$ cat config.mk
export PLATFORM = sky130hd
export DESIGN_NAME = html_to_text_stream_filter
export DESIGN_NICKNAME = d
export VERILOG_FILES = /design/src/rtl/htsf_pkg.sv /design/src/rtl/htsf_ctrl.sv /design/src/rtl/htsf_dp.sv /design/src/rtl/html_to_text_stream_filter.sv
export SDC_FILE = /design/constraint.sdc
export NUM_CORES = 1
export LEC_CHECK = 0
export BUFFER_PORTS_ARGS = -buffer_cell sky130_fd_sc_hd__buf_2
export CORE_MARGIN = 2
export CORE_UTILIZATION = 50
export CTS_BUF_LIST = sky130_fd_sc_hd__clkbuf_4
export DETAILED_ROUTE_END_ITERATION = 6
export GPL_ROUTABILITY_DRIVEN = 0
export GPL_TIMING_DRIVEN = 0
export PLACE_DENSITY = 0.77
export SLEW_MARGIN = 20
export SYNTH_ARGS = -nofsm -noshare
export SYNTH_HDL_FRONTEND = slang
export SYNTH_HIERARCHICAL = 1
export SYNTH_SLANG_ARGS = --single-unit
$ cat constraint.sdc
create_clock -name i_clk -period 3.2 [get_ports i_clk]
set_clock_uncertainty 0.2 [all_clocks]
set_input_delay 0.16 -clock i_clk [delete_from_list [all_inputs] [get_ports i_clk]]
set_output_delay 0.16 -clock i_clk [all_outputs]
set_load 0.01 [all_outputs]
$ cat src/rtl/htsf_pkg.sv
// ----------------------------------------------------------------------------
// htsf_pkg
// Types, constants and helper functions for the html to text stream filter.
// ----------------------------------------------------------------------------
package htsf_pkg;

    localparam int NAME_MAX = 16;
    localparam int MAX_OUT  = 16;

    localparam logic [1:0] SUP_STYLE  = 2'h1;
    localparam logic [1:0] SUP_SCRIPT = 2'h2;

    typedef struct packed {
        logic [7:0] in_byte;
        logic       in_final;
    } t_in;

    typedef struct packed {
        logic [7:0] out_byte;
        logic       out_last;
    } t_out;

    typedef enum logic [2:0] {
        S_IDLE,
        S_STEP,
        S_ENT,
        S_NUM,
        S_EMIT
    } t_state;

    typedef enum logic [1:0] {
        SCAN_TEXT,
        SCAN_TAG,
        SCAN_ENT
    } t_scan;

    typedef enum logic [1:0] {
        SRC_CHAR,
        SRC_STR,
        SRC_ECHO
    } t_src;

    typedef enum logic [2:0] {
        STR_HR,
        STR_LI,
        STR_COPY,
        STR_REG,
        STR_TRADE,
        STR_HELLIP
    } t_str;

    typedef struct packed {
        logic idle;
        logic load;
        logic step;
        logic ent;
        logic num;
        logic emit;
    } t_cmd;

    typedef struct packed {
        logic step_ent;
        logic step_emit;
        logic ent_num;
        logic ent_emit;
        logic num_done;
        logic emit_last;
    } t_sts;

    function automatic logic is_digit(input logic [7:0] c);
        return (c >= 8'h30) && (c <= 8'h39);
    endfunction

    function automatic logic [7:0] to_lower(input logic [7:0] c);
        return ((c >= 8'h41) && (c <= 8'h5a)) ? (c + 8'h20) : c;
    endfunction

    // head holds the first eight name bytes, entry 0 in the low byte;
    // str holds the literal right aligned
    function automatic logic name_is(input logic [63:0] head, input int unsigned len,
                                     input logic [63:0] str, input int unsigned n);
        logic        ok;
        int unsigned idx;
        ok = (len == n);
        for (int unsigned i = 0; i < 8; i++) begin
            idx = (i < n) ? (n - 1 - i) : 0;
            if ((i < n) && (head[8*i +: 8] != str[8*idx +: 8])) begin
                ok = 1'b0;
            end
        end
        return ok;
    endfunction

    function automatic logic [63:0] str_text(input t_str id);
        case (id)
            STR_HR:     return 64'("\n\t---\n\t");
            STR_LI:     return 64'("\n\t* ");
            STR_COPY:   return 64'("(C)");
            STR_REG:    return 64'("(R)");
            STR_TRADE:  return 64'("(TM)");
            STR_HELLIP: return 64'("...");
            default:    return 64'h0;
        endcase
    endfunction

    function automatic logic [3:0] str_len(input t_str id);
        case (id)
            STR_HR:     return 4'd7;
            STR_LI:     return 4'd4;
            STR_COPY:   return 4'd3;
            STR_REG:    return 4'd3;
            STR_TRADE:  return 4'd4;
            STR_HELLIP: return 4'd3;
            default:    return 4'd1;
        endcase
    endfunction

    function automatic logic [7:0] str_byte(input t_str id, input logic [2:0] k);
        logic [63:0] s;
        int unsigned n;
        int unsigned idx;
        s   = str_text(id);
        n   = 32'(str_len(id));
        idx = (32'(k) < n) ? (n - 1 - 32'(k)) : 0;
        return s[8*idx +: 8];
    endfunction

endpackage

$ cat src/rtl/htsf_ctrl.sv
// ----------------------------------------------------------------------------
// htsf_ctrl
// Sequencer: accept, step, entity decode, numeric parse and emit phases.
// ----------------------------------------------------------------------------
module htsf_ctrl (
    input  logic            i_clk,
    input  logic            i_rst_n,
    input  logic            i_in_valid,
    input  htsf_pkg::t_sts  i_sts,
    output htsf_pkg::t_cmd  o_cmd
);

    htsf_pkg::t_state r_state, n_state;

    always_ff @(posedge i_clk) begin
        if (!i_rst_n) begin
            r_state <= htsf_pkg::S_IDLE;
        end else begin
            r_state <= n_state;
        end
    end

    always_comb begin
        n_state = r_state;
        case (r_state)
            htsf_pkg::S_IDLE: begin
                if (i_in_valid) n_state = htsf_pkg::S_STEP;
            end
            htsf_pkg::S_STEP: begin
                if (i_sts.step_ent)       n_state = htsf_pkg::S_ENT;
                else if (i_sts.step_emit) n_state = htsf_pkg::S_EMIT;
                else                      n_state = htsf_pkg::S_IDLE;
            end
            htsf_pkg::S_ENT: begin
                if (i_sts.ent_num)       n_state = htsf_pkg::S_NUM;
                else if (i_sts.ent_emit) n_state = htsf_pkg::S_EMIT;
                else                     n_state = htsf_pkg::S_IDLE;
            end
            htsf_pkg::S_NUM: begin
                if (i_sts.num_done) n_state = htsf_pkg::S_EMIT;
            end
            htsf_pkg::S_EMIT: begin
                if (i_sts.emit_last) n_state = htsf_pkg::S_IDLE;
            end
            default: n_state = htsf_pkg::S_IDLE;
        endcase
    end

    always_comb begin
        o_cmd      = '0;
        o_cmd.idle = (r_state == htsf_pkg::S_IDLE);
        o_cmd.load = (r_state == htsf_pkg::S_IDLE) && i_in_valid;
        o_cmd.step = (r_state == htsf_pkg::S_STEP);
        o_cmd.ent  = (r_state == htsf_pkg::S_ENT);
        o_cmd.num  = (r_state == htsf_pkg::S_NUM);
        o_cmd.emit = (r_state == htsf_pkg::S_EMIT);
    end

endmodule

$ cat src/rtl/htsf_dp.sv
// ----------------------------------------------------------------------------
// htsf_dp
// Datapath: scan state, name buffer, entity and tag decode, output register.
// ----------------------------------------------------------------------------
module htsf_dp #(
    parameter int NAME_MAX = htsf_pkg::NAME_MAX
) (
    input  logic            i_clk,
    input  logic            i_rst_n,
    input  htsf_pkg::t_cmd  i_cmd,
    input  htsf_pkg::t_in   i_in_data,
    input  logic            i_out_stall,
    output htsf_pkg::t_sts  o_sts,
    output logic            o_out_valid,
    output htsf_pkg::t_out  o_out_data
);

    localparam int LW = $clog2(NAME_MAX + 1);
    localparam int IW = $clog2(NAME_MAX);

    htsf_pkg::t_in   r_in;
    htsf_pkg::t_scan r_scan, n_scan;
    logic [7:0]      r_buf [NAME_MAX];
    logic [LW-1:0]   r_len, n_len;
    logic            r_pws, n_pws;
    logic            r_pre, n_pre;
    logic [1:0]      r_sup, n_sup;
    logic            r_started, n_started;
    htsf_pkg::t_src  r_src, n_src;
    htsf_pkg::t_str  r_str, n_str;
    logic [7:0]      r_char, n_char;
    logic [7:0]      r_code, n_code;
    logic [LW-1:0]   r_cnt, n_cnt;
    logic [LW-1:0]   r_elen, n_elen;
    logic            r_ov, n_ov;
    htsf_pkg::t_out  r_out, n_out;

    logic            w_wr_en;
    logic [7:0]      w_wr_data;
    logic [63:0]     w_head;
    logic [7:0]      w_rd;
    logic [7:0]      w_byte;
    int unsigned     w_len;

    always_comb begin
        for (int i = 0; i < 8; i++) begin
            w_head[8*i +: 8] = r_buf[i];
        end
    end

    assign w_len = 32'(r_len);
    assign w_rd  = r_buf[r_cnt[IW-1:0]];

    always_comb begin
        case (r_src)
            htsf_pkg::SRC_STR:  w_byte = htsf_pkg::str_byte(r_str, r_cnt[2:0]);
            htsf_pkg::SRC_ECHO: w_byte = w_rd;
            default:            w_byte = r_char;
        endcase
    end

    always_comb begin
        logic [7:0] c;
        logic       fin_ent;
        logic       hn;
        logic       ehn;
        n_scan    = r_scan;
        n_len     = r_len;
        n_pws     = r_pws;
        n_pre     = r_pre;
        n_sup     = r_sup;
        n_started = r_started;
        n_src     = r_src;
        n_str     = r_str;
        n_char    = r_char;
        n_code    = r_code;
        n_cnt     = r_cnt;
        n_elen    = r_elen;
        n_ov      = r_ov;
        n_out     = r_out;
        w_wr_en   = 1'b0;
        w_wr_data = htsf_pkg::to_lower(r_in.in_byte);
        o_sts     = '0;
        c         = r_in.in_byte;
        fin_ent   = 1'b0;
        hn  = htsf_pkg::name_is(w_head, w_len, {w_head[63:16], 8'h68, w_head[15:8]}, 2)
              && htsf_pkg::is_digit(r_buf[1]) && (r_buf[0] == 8'h68);
        ehn = (w_len == 3) && (r_buf[0] == 8'h2f) && (r_buf[1] == 8'h68)
              && htsf_pkg::is_digit(r_buf[2]);

        if (i_cmd.step) begin
            case (r_scan)
                htsf_pkg::SCAN_TAG: begin
                    if (c == 8'h3e) begin
                        n_scan = htsf_pkg::SCAN_TEXT;
                        if (htsf_pkg::name_is(w_head, w_len, 64'("style"), 5)) begin
                            n_sup = r_sup | htsf_pkg::SUP_STYLE;
                        end else if (htsf_pkg::name_is(w_head, w_len, 64'("script"), 6)) begin
                            n_sup = r_sup | htsf_pkg::SUP_SCRIPT;
                        end else if (htsf_pkg::name_is(w_head, w_len, 64'("/pre"), 4) ||
                                     htsf_pkg::name_is(w_head, w_len, 64'("/xmp"), 4)) begin
                            n_pre = 1'b0;
                        end else if (r_sup == 2'b00) begin
                            if (htsf_pkg::name_is(w_head, w_len, 64'("pre"), 3) ||
                                htsf_pkg::name_is(w_head, w_len, 64'("xmp"), 3)) begin
                                n_pre = 1'b1;
                            end else if (r_started) begin
                                n_cnt = '0;
                                if (htsf_pkg::name_is(w_head, w_len, 64'("hr"), 2)) begin
                                    n_src  = htsf_pkg::SRC_STR;
                                    n_str  = htsf_pkg::STR_HR;
                                    n_elen = LW'(htsf_pkg::str_len(htsf_pkg::STR_HR));
                                    o_sts.step_emit = 1'b1;
                                end else if (htsf_pkg::name_is(w_head, w_len, 64'("li"), 2)) begin
                                    n_src  = htsf_pkg::SRC_STR;
                                    n_str  = htsf_pkg::STR_LI;
                                    n_elen = LW'(htsf_pkg::str_len(htsf_pkg::STR_LI));
                                    o_sts.step_emit = 1'b1;
                                end else if (htsf_pkg::name_is(w_head, w_len, 64'("p"), 1) ||
                                             htsf_pkg::name_is(w_head, w_len, 64'("div"), 3) ||
                                             htsf_pkg::name_is(w_head, w_len, 64'("br"), 2) ||
                                             htsf_pkg::name_is(w_head, w_len, 64'("dd"), 2) ||
                                             htsf_pkg::name_is(w_head, w_len, 64'("dt"), 2) ||
                                             htsf_pkg::name_is(w_head, w_len, 64'("ul"), 2) ||
                                             hn || ehn) begin
                                    n_src  = htsf_pkg::SRC_CHAR;
                                    n_char = 8'h0a;
                                    n_elen = LW'(1);
                                    o_sts.step_emit = 1'b1;
                                end
                            end
                        end else begin
                            if (htsf_pkg::name_is(w_head, w_len, 64'("/style"), 6)) begin
                                n_sup = r_sup & ~htsf_pkg::SUP_STYLE;
                            end else if (htsf_pkg::name_is(w_head, w_len, 64'("/script"), 7)) begin
                                n_sup = r_sup & ~htsf_pkg::SUP_SCRIPT;
                            end
                        end
                    end else if (w_len < NAME_MAX) begin
                        w_wr_en = 1'b1;
                        n_len   = r_len + LW'(1);
                    end
                end
                htsf_pkg::SCAN_ENT: begin
                    if (c == 8'h3b) begin
                        fin_ent = 1'b1;
                    end else begin
                        if (w_len < NAME_MAX) begin
                            w_wr_en = 1'b1;
                            n_len   = r_len + LW'(1);
                        end
                        if (w_len >= NAME_MAX - 1) fin_ent = 1'b1;
                    end
                end
                default: begin
                    if (c == 8'h0d) begin
                        // carriage return dropped
                    end else if (c == 8'h0a) begin
                        if (r_pre) begin
                            n_char = 8'h0a;
                            o_sts.step_emit = 1'b1;
                        end else if (!r_pws) begin
                            n_char = 8'h20;
                            n_pws  = 1'b1;
                            o_sts.step_emit = 1'b1;
                        end
                    end else if (c == 8'h3c) begin
                        n_scan = htsf_pkg::SCAN_TAG;
                        n_len  = '0;
                    end else if (r_sup != 2'b00) begin
                        // suppressed inside style or script
                    end else if (c == 8'h26) begin
                        n_scan = htsf_pkg::SCAN_ENT;
                        n_len  = '0;
                    end else if (!r_pws || (c != 8'h20) || r_pre) begin
                        n_pws  = (c == 8'h20);
                        n_char = c;
                        o_sts.step_emit = 1'b1;
                    end
                    if (o_sts.step_emit) begin
                        n_src  = htsf_pkg::SRC_CHAR;
                        n_elen = LW'(1);
                        n_cnt  = '0;
                    end
                end
            endcase
            if (r_in.in_final && (n_scan == htsf_pkg::SCAN_ENT)) fin_ent = 1'b1;
            if (r_in.in_final || fin_ent) n_scan = htsf_pkg::SCAN_TEXT;
            if (o_sts.step_emit) n_started = 1'b1;
            o_sts.step_ent = fin_ent;
        end

        if (i_cmd.ent) begin
            n_cnt = '0;
            if ((w_len > 0) && (r_buf[0] == 8'h23)) begin
                n_code = '0;
                n_cnt  = LW'(1);
                o_sts.ent_num = 1'b1;
            end else begin
                n_pws = 1'b0;
                o_sts.ent_emit = 1'b1;
                n_src  = htsf_pkg::SRC_CHAR;
                n_elen = LW'(1);
                if (htsf_pkg::name_is(w_head, w_len, 64'("nbsp"), 4)) begin
                    n_char = 8'h20;
                end else if (htsf_pkg::name_is(w_head, w_len, 64'("quot"), 4) ||
                             htsf_pkg::name_is(w_head, w_len, 64'("laquo"), 5) ||
                             htsf_pkg::name_is(w_head, w_len, 64'("raquo"), 5) ||
                             htsf_pkg::name_is(w_head, w_len, 64'("ldquo"), 5) ||
                             htsf_pkg::name_is(w_head, w_len, 64'("rdquo"), 5) ||
                             htsf_pkg::name_is(w_head, w_len, 64'("bdquo"), 5)) begin
                    n_char = 8'h22;
                end else if (htsf_pkg::name_is(w_head, w_len, 64'("lt"), 2)) begin
                    n_char = 8'h3c;
                end else if (htsf_pkg::name_is(w_head, w_len, 64'("gt"), 2)) begin
                    n_char = 8'h3e;
                end else if (htsf_pkg::name_is(w_head, w_len, 64'("ndash"), 5) ||
                             htsf_pkg::name_is(w_head, w_len, 64'("mdash"), 5)) begin
                    n_char = 8'h5f;
                end else if (htsf_pkg::name_is(w_head, w_len, 64'("copy"), 4)) begin
                    n_src  = htsf_pkg::SRC_STR;
                    n_str  = htsf_pkg::STR_COPY;
                    n_elen = LW'(htsf_pkg::str_len(htsf_pkg::STR_COPY));
                end else if (htsf_pkg::name_is(w_head, w_len, 64'("reg"), 3)) begin
                    n_src  = htsf_pkg::SRC_STR;
                    n_str  = htsf_pkg::STR_REG;
                    n_elen = LW'(htsf_pkg::str_len(htsf_pkg::STR_REG));
                end else if (htsf_pkg::name_is(w_head, w_len, 64'("trade"), 5)) begin
                    n_src  = htsf_pkg::SRC_STR;
                    n_str  = htsf_pkg::STR_TRADE;
                    n_elen = LW'(htsf_pkg::str_len(htsf_pkg::STR_TRADE));
                end else if (htsf_pkg::name_is(w_head, w_len, 64'("hellip"), 6)) begin
                    n_src  = htsf_pkg::SRC_STR;
                    n_str  = htsf_pkg::STR_HELLIP;
                    n_elen = LW'(htsf_pkg::str_len(htsf_pkg::STR_HELLIP));
                end else if (htsf_pkg::name_is(w_head, w_len, 64'("times"), 5)) begin
                    n_char = 8'h78;
                end else if (htsf_pkg::name_is(w_head, w_len, 64'("divide"), 6)) begin
                    n_char = 8'h3a;
                end else if (htsf_pkg::name_is(w_head, w_len, 64'("amp"), 3)) begin
                    n_char = 8'h26;
                end else if (w_len != 0) begin
                    // unknown name echoed, capped at the burst limit
                    n_src  = htsf_pkg::SRC_ECHO;
                    n_elen = (w_len < htsf_pkg::MAX_OUT) ? r_len : LW'(htsf_pkg::MAX_OUT);
                end else begin
                    o_sts.ent_emit = 1'b0;
                end
                if (o_sts.ent_emit) n_started = 1'b1;
            end
        end

        if (i_cmd.num) begin
            if ((32'(r_cnt) < w_len) && htsf_pkg::is_digit(w_rd)) begin
                n_code = 8'(r_code * 8'd10 + (w_rd - 8'h30));
                n_cnt  = r_cnt + LW'(1);
            end else begin
                n_src     = htsf_pkg::SRC_CHAR;
                n_char    = r_code;
                n_elen    = LW'(1);
                n_cnt     = '0;
                n_pws     = (r_code == 8'h20);
                n_started = 1'b1;
                o_sts.num_done = 1'b1;
            end
        end

        if (r_ov && !i_out_stall) n_ov = 1'b0;
        if (i_cmd.emit && (!r_ov || !i_out_stall)) begin
            n_ov           = 1'b1;
            n_out.out_byte = w_byte;
            n_out.out_last = (r_cnt == r_elen - LW'(1));
            n_cnt          = r_cnt + LW'(1);
            o_sts.emit_last = n_out.out_last;
        end
    end

    always_ff @(posedge i_clk) begin
        if (!i_rst_n) begin
            r_scan    <= htsf_pkg::SCAN_TEXT;
            r_len     <= '0;
            r_pws     <= 1'b1;
            r_pre     <= 1'b0;
            r_sup     <= 2'b00;
            r_started <= 1'b0;
            r_ov      <= 1'b0;
        end else begin
            r_scan    <= n_scan;
            r_len     <= n_len;
            r_pws     <= n_pws;
            r_pre     <= n_pre;
            r_sup     <= n_sup;
            r_started <= n_started;
            r_ov      <= n_ov;
        end
    end

    always_ff @(posedge i_clk) begin
        if (i_cmd.load) r_in <= i_in_data;
        if (w_wr_en) r_buf[r_len[IW-1:0]] <= w_wr_data;
        r_src  <= n_src;
        r_str  <= n_str;
        r_char <= n_char;
        r_code <= n_code;
        r_cnt  <= n_cnt;
        r_elen <= n_elen;
        r_out  <= n_out;
    end

    assign o_out_valid = r_ov;
    assign o_out_data  = r_out;

endmodule

$ cat src/rtl/html_to_text_stream_filter.sv
// ----------------------------------------------------------------------------
// html_to_text_stream_filter
// Html byte stream in, plain text bytes out, one request at a time.
// ----------------------------------------------------------------------------
// flow: a request is loaded in idle and stepped; text to output then goes to emit,
//   named entities pass entity decode first, numeric entities also numeric parse
//   of their digits; the next request is taken only when the sequencer is idle;
//   the sequencer emits one byte per cycle from a single output register unless stalled
// reset: synchronous active low; resets scan mode and flags, clears output valid
module html_to_text_stream_filter #(
    parameter int NAME_MAX = htsf_pkg::NAME_MAX
) (
    input  logic            i_clk,
    input  logic            i_rst_n,
    input  logic            i_in_valid,
    input  htsf_pkg::t_in   i_in_data,
    output logic            o_in_stall,
    output logic            o_out_valid,
    output htsf_pkg::t_out  o_out_data,
    input  logic            i_out_stall
);

    htsf_pkg::t_cmd w_cmd;
    htsf_pkg::t_sts w_sts;

    htsf_ctrl u_ctrl (
        .i_clk      (i_clk),
        .i_rst_n    (i_rst_n),
        .i_in_valid (i_in_valid),
        .i_sts      (w_sts),
        .o_cmd      (w_cmd)
    );

    htsf_dp #(
        .NAME_MAX (NAME_MAX)
    ) u_dp (
        .i_clk       (i_clk),
        .i_rst_n     (i_rst_n),
        .i_cmd       (w_cmd),
        .i_in_data   (i_in_data),
        .i_out_stall (i_out_stall),
        .o_sts       (w_sts),
        .o_out_valid (o_out_valid),
        .o_out_data  (o_out_data)
    );

    assign o_in_stall = !w_cmd.idle;

    a_accept_busy: assert property (@(posedge i_clk) disable iff (!i_rst_n)
        i_in_valid && !o_in_stall |=> o_in_stall)
        else $error("accepted request did not block the next one");

    a_load_step: assert property (@(posedge i_clk) disable iff (!i_rst_n)
        w_cmd.load |=> w_cmd.step)
        else $error("step did not follow load");

    a_last_ends: assert property (@(posedge i_clk) disable iff (!i_rst_n)
        w_sts.emit_last |=> !w_cmd.emit && w_cmd.idle)
        else $error("emission continued after last byte");

endmodule

== Word-level counts from Yosys, hierarchy flattened ==
Memory sizes are Yosys's and may differ from the RTL's. A register that Yosys moved wholly into a read port is not among the register bits.
Cells that the tools add are included.

* $lt $le $gt $ge: 13
* Eq/ne operators: 125
* Multipliers: 1
* Bitwise logic cells: 2
* $add $sub $neg: 8
* Muxes and demuxes: 628
* Reduce and logical (&&, ||, !) cells: 60
* Shifts and indexed selects: 1

{| class="wikitable"
|+ Operators by type and width
! operator !! number
|-
| 8-bit by 7-bit != test with 1-bit output, second input constant || 67
|-
| 1-bit 2-to-1 mux || 448
|-
| 8-bit 2-to-1 mux || 40
|-
| 52-bit case mux with 6 select lines || 1
|-
| 5-bit 2-to-1 mux || 51
|-
| 2-bit 2-to-1 mux || 44
|-
| 3-bit 2-to-1 mux || 29
|-
| 8-bit by 6-bit equality test with 1-bit output, second input constant || 8
|-
| 64-bit 2-to-1 mux || 1
|-
| 64-bit by 33-bit indexed part select with 8-bit output || 1
|-
| 8-bit case mux with 2 select lines || 2
|-
| 32-bit nonzero test || 1
|-
| 5-bit case mux with 2 select lines || 3
|-
| 29-bit 2-to-1 mux || 1
|-
| 29-bit by 3-bit subtractor with 29-bit output || 1
|-
| 8-bit by 6-bit greater-or-equal comparator with 1-bit output, second input constant || 3
|-
| 8-bit by 6-bit <= comparator with 1-bit output, second input constant || 3
|-
| 7-bit AND reduction || 3
|-
| 5-bit by 3-bit equality test with 1-bit output, second input constant || 4
|-
| 5-bit != test, second input constant || 4
|-
| 1-bit logical OR || 19
|-
| 8-bit by 4-bit equality test with 1-bit output, second input constant || 2
|-
| 8-bit by 7-bit equality test with 1-bit output, second input constant || 2
|-
| 8-bit by 6-bit != test with 1-bit output, second input constant || 2
|-
| 45 further kinds || 98
|}

* Bits of input ports: 13
* Bits in writable memories: 128
* Output and inout bits: 11
* Register bits after elaboration: 65
* Memories kept: 1

{| class="wikitable"
|+ Memories
! name !! depth !! bits a word !! rd ports !! clocked after memory_dff !! wr ports !! RTL line !! RTL
|-
| u_dp.r_buf || 16 || 8 || 8 || 1 || 1 || htsf_dp.sv:23 || <nowiki>logic [7:0] r_buf [NAME_MAX];</nowiki>
|}

== Logic depth before layout (Yosys ltp) ==
An unclocked memory read counts as a cell.

* Depth after elaboration: 121
* Gate-level depth with buffers: 16

== Hierarchy ==
The synthesis kept the hierarchy.

{| class="wikitable"
|+ By module, submodules not included
! module !! area each (µm²) !! instances !! sequential area each (µm²) !! cells an instance
|-
| htsf_dp || 11,717.5 || 1 || 5,395.2 || 1,100
|-
| htsf_ctrl || 246.5 || 1 || 60.1 || 32
|-
| html_to_text_stream_filter || 3.8 || 1 || 0.0 || 1
|}

== Least setup slack after synthesis ==
Ideal clock, no wire load.

* Path kind: reg2reg
* Start: reg (tool-made name)
* End: reg u_dp.r_code[7]
* Required time: 2.871 ns
* Cell stages (with the launch flop): 14
* Setup slack: -0.263 ns
* Setup time: 0.129 ns
* Arrival time: 3.134 ns
* Period minus slack after synthesis: 3.463 ns
* Cells stage by stage: dfxtp_1 buf_6 buf_6 mux4_2 mux4_2 ha_1 ha_1 a21o_1 a21oi_1 o21bai_1 a21oi_1 xnor2_1 xnor2_1 o21ai_0

{| class="wikitable"
|+ RTL lines
! item !! RTL line !! RTL
|-
| end signal: assignment || htsf_dp.sv:304 || <nowiki>r_code <= n_code;</nowiki>
|-
| end: declaration || htsf_dp.sv:32 || <nowiki>logic [7:0] r_code, n_code;</nowiki>
|}

==> metrics.md <==
| Metric | Value |
|---|---|
| RSZ-0062 raised after global routing | true |
| Crit Path Max Fanout | 8 |
| Fill count | 1788 |
| Yosys warns | 6 |
| Die area | 0.0252 sq mm |
| Period minus WS final | 3570 ps |
| Hold Path Depth | 2 |
| Vias | 11100 |
| # port buffers | 23 |
| Drt total wl | 40100 um |
| Syn_nets | 1191 |
| Placed Cells | 1475 |
| Total core area | 0.0235 sq mm |
| First-pass GRT wire length | 59100 um |
| CTS Root Cell | clkbuf_4 |
| Via-per-instance ratio | 6.94 |
| Die width | 159 um |
| CP top delay family | multiplexers |
| Die Span Y | 159 um |
| R2R depth | 14 |
| Failing checks | DRC, setup timing |
| Syn_area_per_cell | 10.6 sq um |
| Worst ir drop on vdd | 0.299 mV |
| Tcrit/Tclk final | 111% |
| Synth async-reset ratio | 0% |
| PD cells | 391 mW/mm^2 |
| Std-Cell Rows | 56 |
| CTS tree | built |
| Grt ovf | 0 |
| Post-Synthesis Cells | 1133 |
| TritonRoute pass-1 iters | 7 |
| Buf/Inv on CP | 3 |
| Hold path endpoint | u_dp/r_in[1] |
| Initial drt markers | 2231 |
| Max-slew violation count | 0 |
| Total power | 5.73 mW |
| Initial antenna violation count | 1 |
| CP Capture Type | register |
| CP Data Required Time | 3550 ps |
| CP Class | reg -> reg |
| Wire per inst | 25.2 um |
| CP max stage cell | mux4_2 |
| Hold Crit Class | in -> reg |
| Top Ports | 24 |
| Worst skew pair latency | 640 ps |
| Final net count | 1318 |
| Cts bufs inserted | 17 |
| Maximum root-to-sink buffer count | 2 |
| Final Setup Violations | 36 |
| FF+latch count, synth | 197 |
| Sequential cell area fraction in the yosys report | 45.6% |
| WHS | 38.3 ps |
| Leak pwr | 5.02 nW |
| GRT Overall Usage | 30.4% |
| Worst hold start | i_in_data[1] |
| DRC Markers | 32 |
| Pre-CTS setup slack | -975 ps |
| Outcome | complete, but fails checks |
| Final Cell Area | 0.0146 sq mm |
| Initial Util | 51.0% |
| Commonest non-fill, non-tap cell in the layout | edfxtp_1 |
| Clock-pin slew on the worst setup and hold paths | 200 ps |
| Reg area | 0.00548 sq mm |
| Finished Layout Cells | 1593 |
| Crit Reg-Reg Endpoint | u_dp/r_code[7] |
| Final hold vios | 0 |
| Area delta synth->final | 22.3% |
| Worst-Margin Slew | 810 ps |
| Fmax | 280 MHz |
| Vias in the first global route | 10400 |
| Layout cells sized above 1 | 28.4% |
| Setup ws final | -367 ps |
| Max_cap viols | 0 |
| H-tree levels | 4 |
| DP Wirelength | 26800 um |
| Clk sinks | 197 |
| Register-to-register setup slack | -370 ps |
| Critical path, cell by cell | buf_6, buf_12, buf_6, mux4_2, mux4_2, ha_4, ha_4, a21o_1, a21oi_4, o21bai_1, a21oi_2, xnor2_2, xnor2_1, o21ai_1 |
| Post-synth top flop | edfxtp_1 |
| Post-route ant nets | 0 |
| Worst setup SP type | register |
| Placed cell area | 0.0126 sq mm |
| Post-synthesis cell type count | 83 |
| Worst Path Arrival | 3910 ps |
| Most frequent cells in the layout | edfxtp_1 (151), nand2_1 (94), buf_4 (76) |
| Pin count of the biggest net entering global routing | 26 |
| Slew margin rel. | 44.6% |
| CP max stage delay | 560 ps |
| Multi-input logic area | 0.00697 sq mm |
| Number of flops mapped to enable cells by yosys | 151 |
| Post-Syn Area | 0.0120 sq mm |
sequential cells by signal, summed over array words and instances (netlist names), 5 cells and up, named ones only:
name / cells
u_dp/r_buf: 128
u_dp/o_out_data: 9
u_dp/r_in: 9
u_dp/r_char: 8
u_dp/r_code: 8
u_dp/r_cnt: 5
u_dp/r_elen: 5
u_dp/r_len: 5
metal layers:
metal	wire length (um)	global-route usage, %	vias up
met5	0	0	-
met1	14700	39.8	5197
met3	5460	8.70	226
met2	17600	45.5	961
met4	2260	17.2	0
li1	-	-	4677
worst register-to-register path, cell delays in order (launching register included):
cell,delay (ps)
dfxtp_2,370
buf_6,130
buf_12,150
buf_6,110
mux4_2,510
mux4_2,560
ha_4,290
ha_4,160
a21o_1,210
a21oi_4,140
o21bai_1,90
a21oi_2,200
xnor2_2,150
xnor2_1,150
o21ai_1,80
cell usage after synthesis, types with 25 or more instances:
library cell | number | area [sq um]
nand2_1 | 96 | 360
mux4_2 | 36 | 811
o21ai_0 | 40 | 200
nor2b_1 | 28 | 175
nand4_1 | 38 | 238
ha_1 | 42 | 526
nand3_1 | 44 | 220
edfxtp_1 | 151 | 4530
a21oi_1 | 44 | 220
nor3_1 | 42 | 210
inv_1 | 46 | 173
nand2b_1 | 25 | 156
dfxtp_1 | 46 | 921
clkbuf_1 | 38 | 143
nor2_1 | 70 | 263
per-stage QoR:
step,utilization [%],TNS (ps)
after detailed placement,53.5,-54770
final,62.3,-5980
after floorplan,-,-136
after global placement,53.5,-45740
after CTS,59.7,-1280
after global routing,62.3,-7420
layout make-up:
class	instances	area share, %
multi-input cells	836	47.6
flip-flops and latches	197	37.4
repair buffers	121	6.60
well taps	319	2.73
plain buffers	40	1.91
clock inverters	15	1.62
inverters	47	1.21
clock buffers	17	0.872
diodes	1	0.0171
worst max-delay path by stage:
stage	start	endpoint	slack, ps	cells past startpoint
2_1_floorplan	register	u_dp/r_code[7]	-80	15
3_3_place_gp	register	u_dp/r_code[7]	-910	12
3_5_place_dp	register	u_dp/r_code[7]	-980	12
4_1_cts	register	u_dp/r_code[7]	-380	13
5_1_grt	register	u_dp/r_code[7]	-480	14
6_report	register	u_dp/r_code[7]	-370	14
power breakdown:
group | internal, mW | total (mW) | switching, mW | leakage [nW]
Sequential | 2.83 | 2.92 | 0.0836 | 1.75
Clock | 0.433 | 1.54 | 1.11 | 0.185
Combinational | 0.584 | 1.27 | 0.684 | 3.09
Total | 3.85 | 5.73 | 1.88 | 5.02
repair_timing:
action	CTS	global route
pin swaps	23	35
cloned	0	1
hold endpoints to repair	39	0
hold buffers	13	0
resized for setup	133	99
buffers inserted	52	33
endpoints found under the setup margin	186	180
cell families (layout without fill, tap and decap cells):
| group | Yosys count | in the layout | share of synthesized area (%) |
|---|---|---|---|
| and+or+nand+nor | 498 | 498 | 23.5 |
| AOI/OAI and AO/OA | 227 | 227 | 13.5 |
| DFF | 197 | 197 | 45.6 |
| buffers and inverters | 100 | 240 | 3.51 |
| adders and majority gates | 45 | 45 | 4.89 |
| muxes | 43 | 43 | 7.37 |
| xor gates and xnor gates | 23 | 23 | 1.68 |
| other | 0 | 1 | 0 |
No activity file was read; power rests on OpenSTA's default activity.
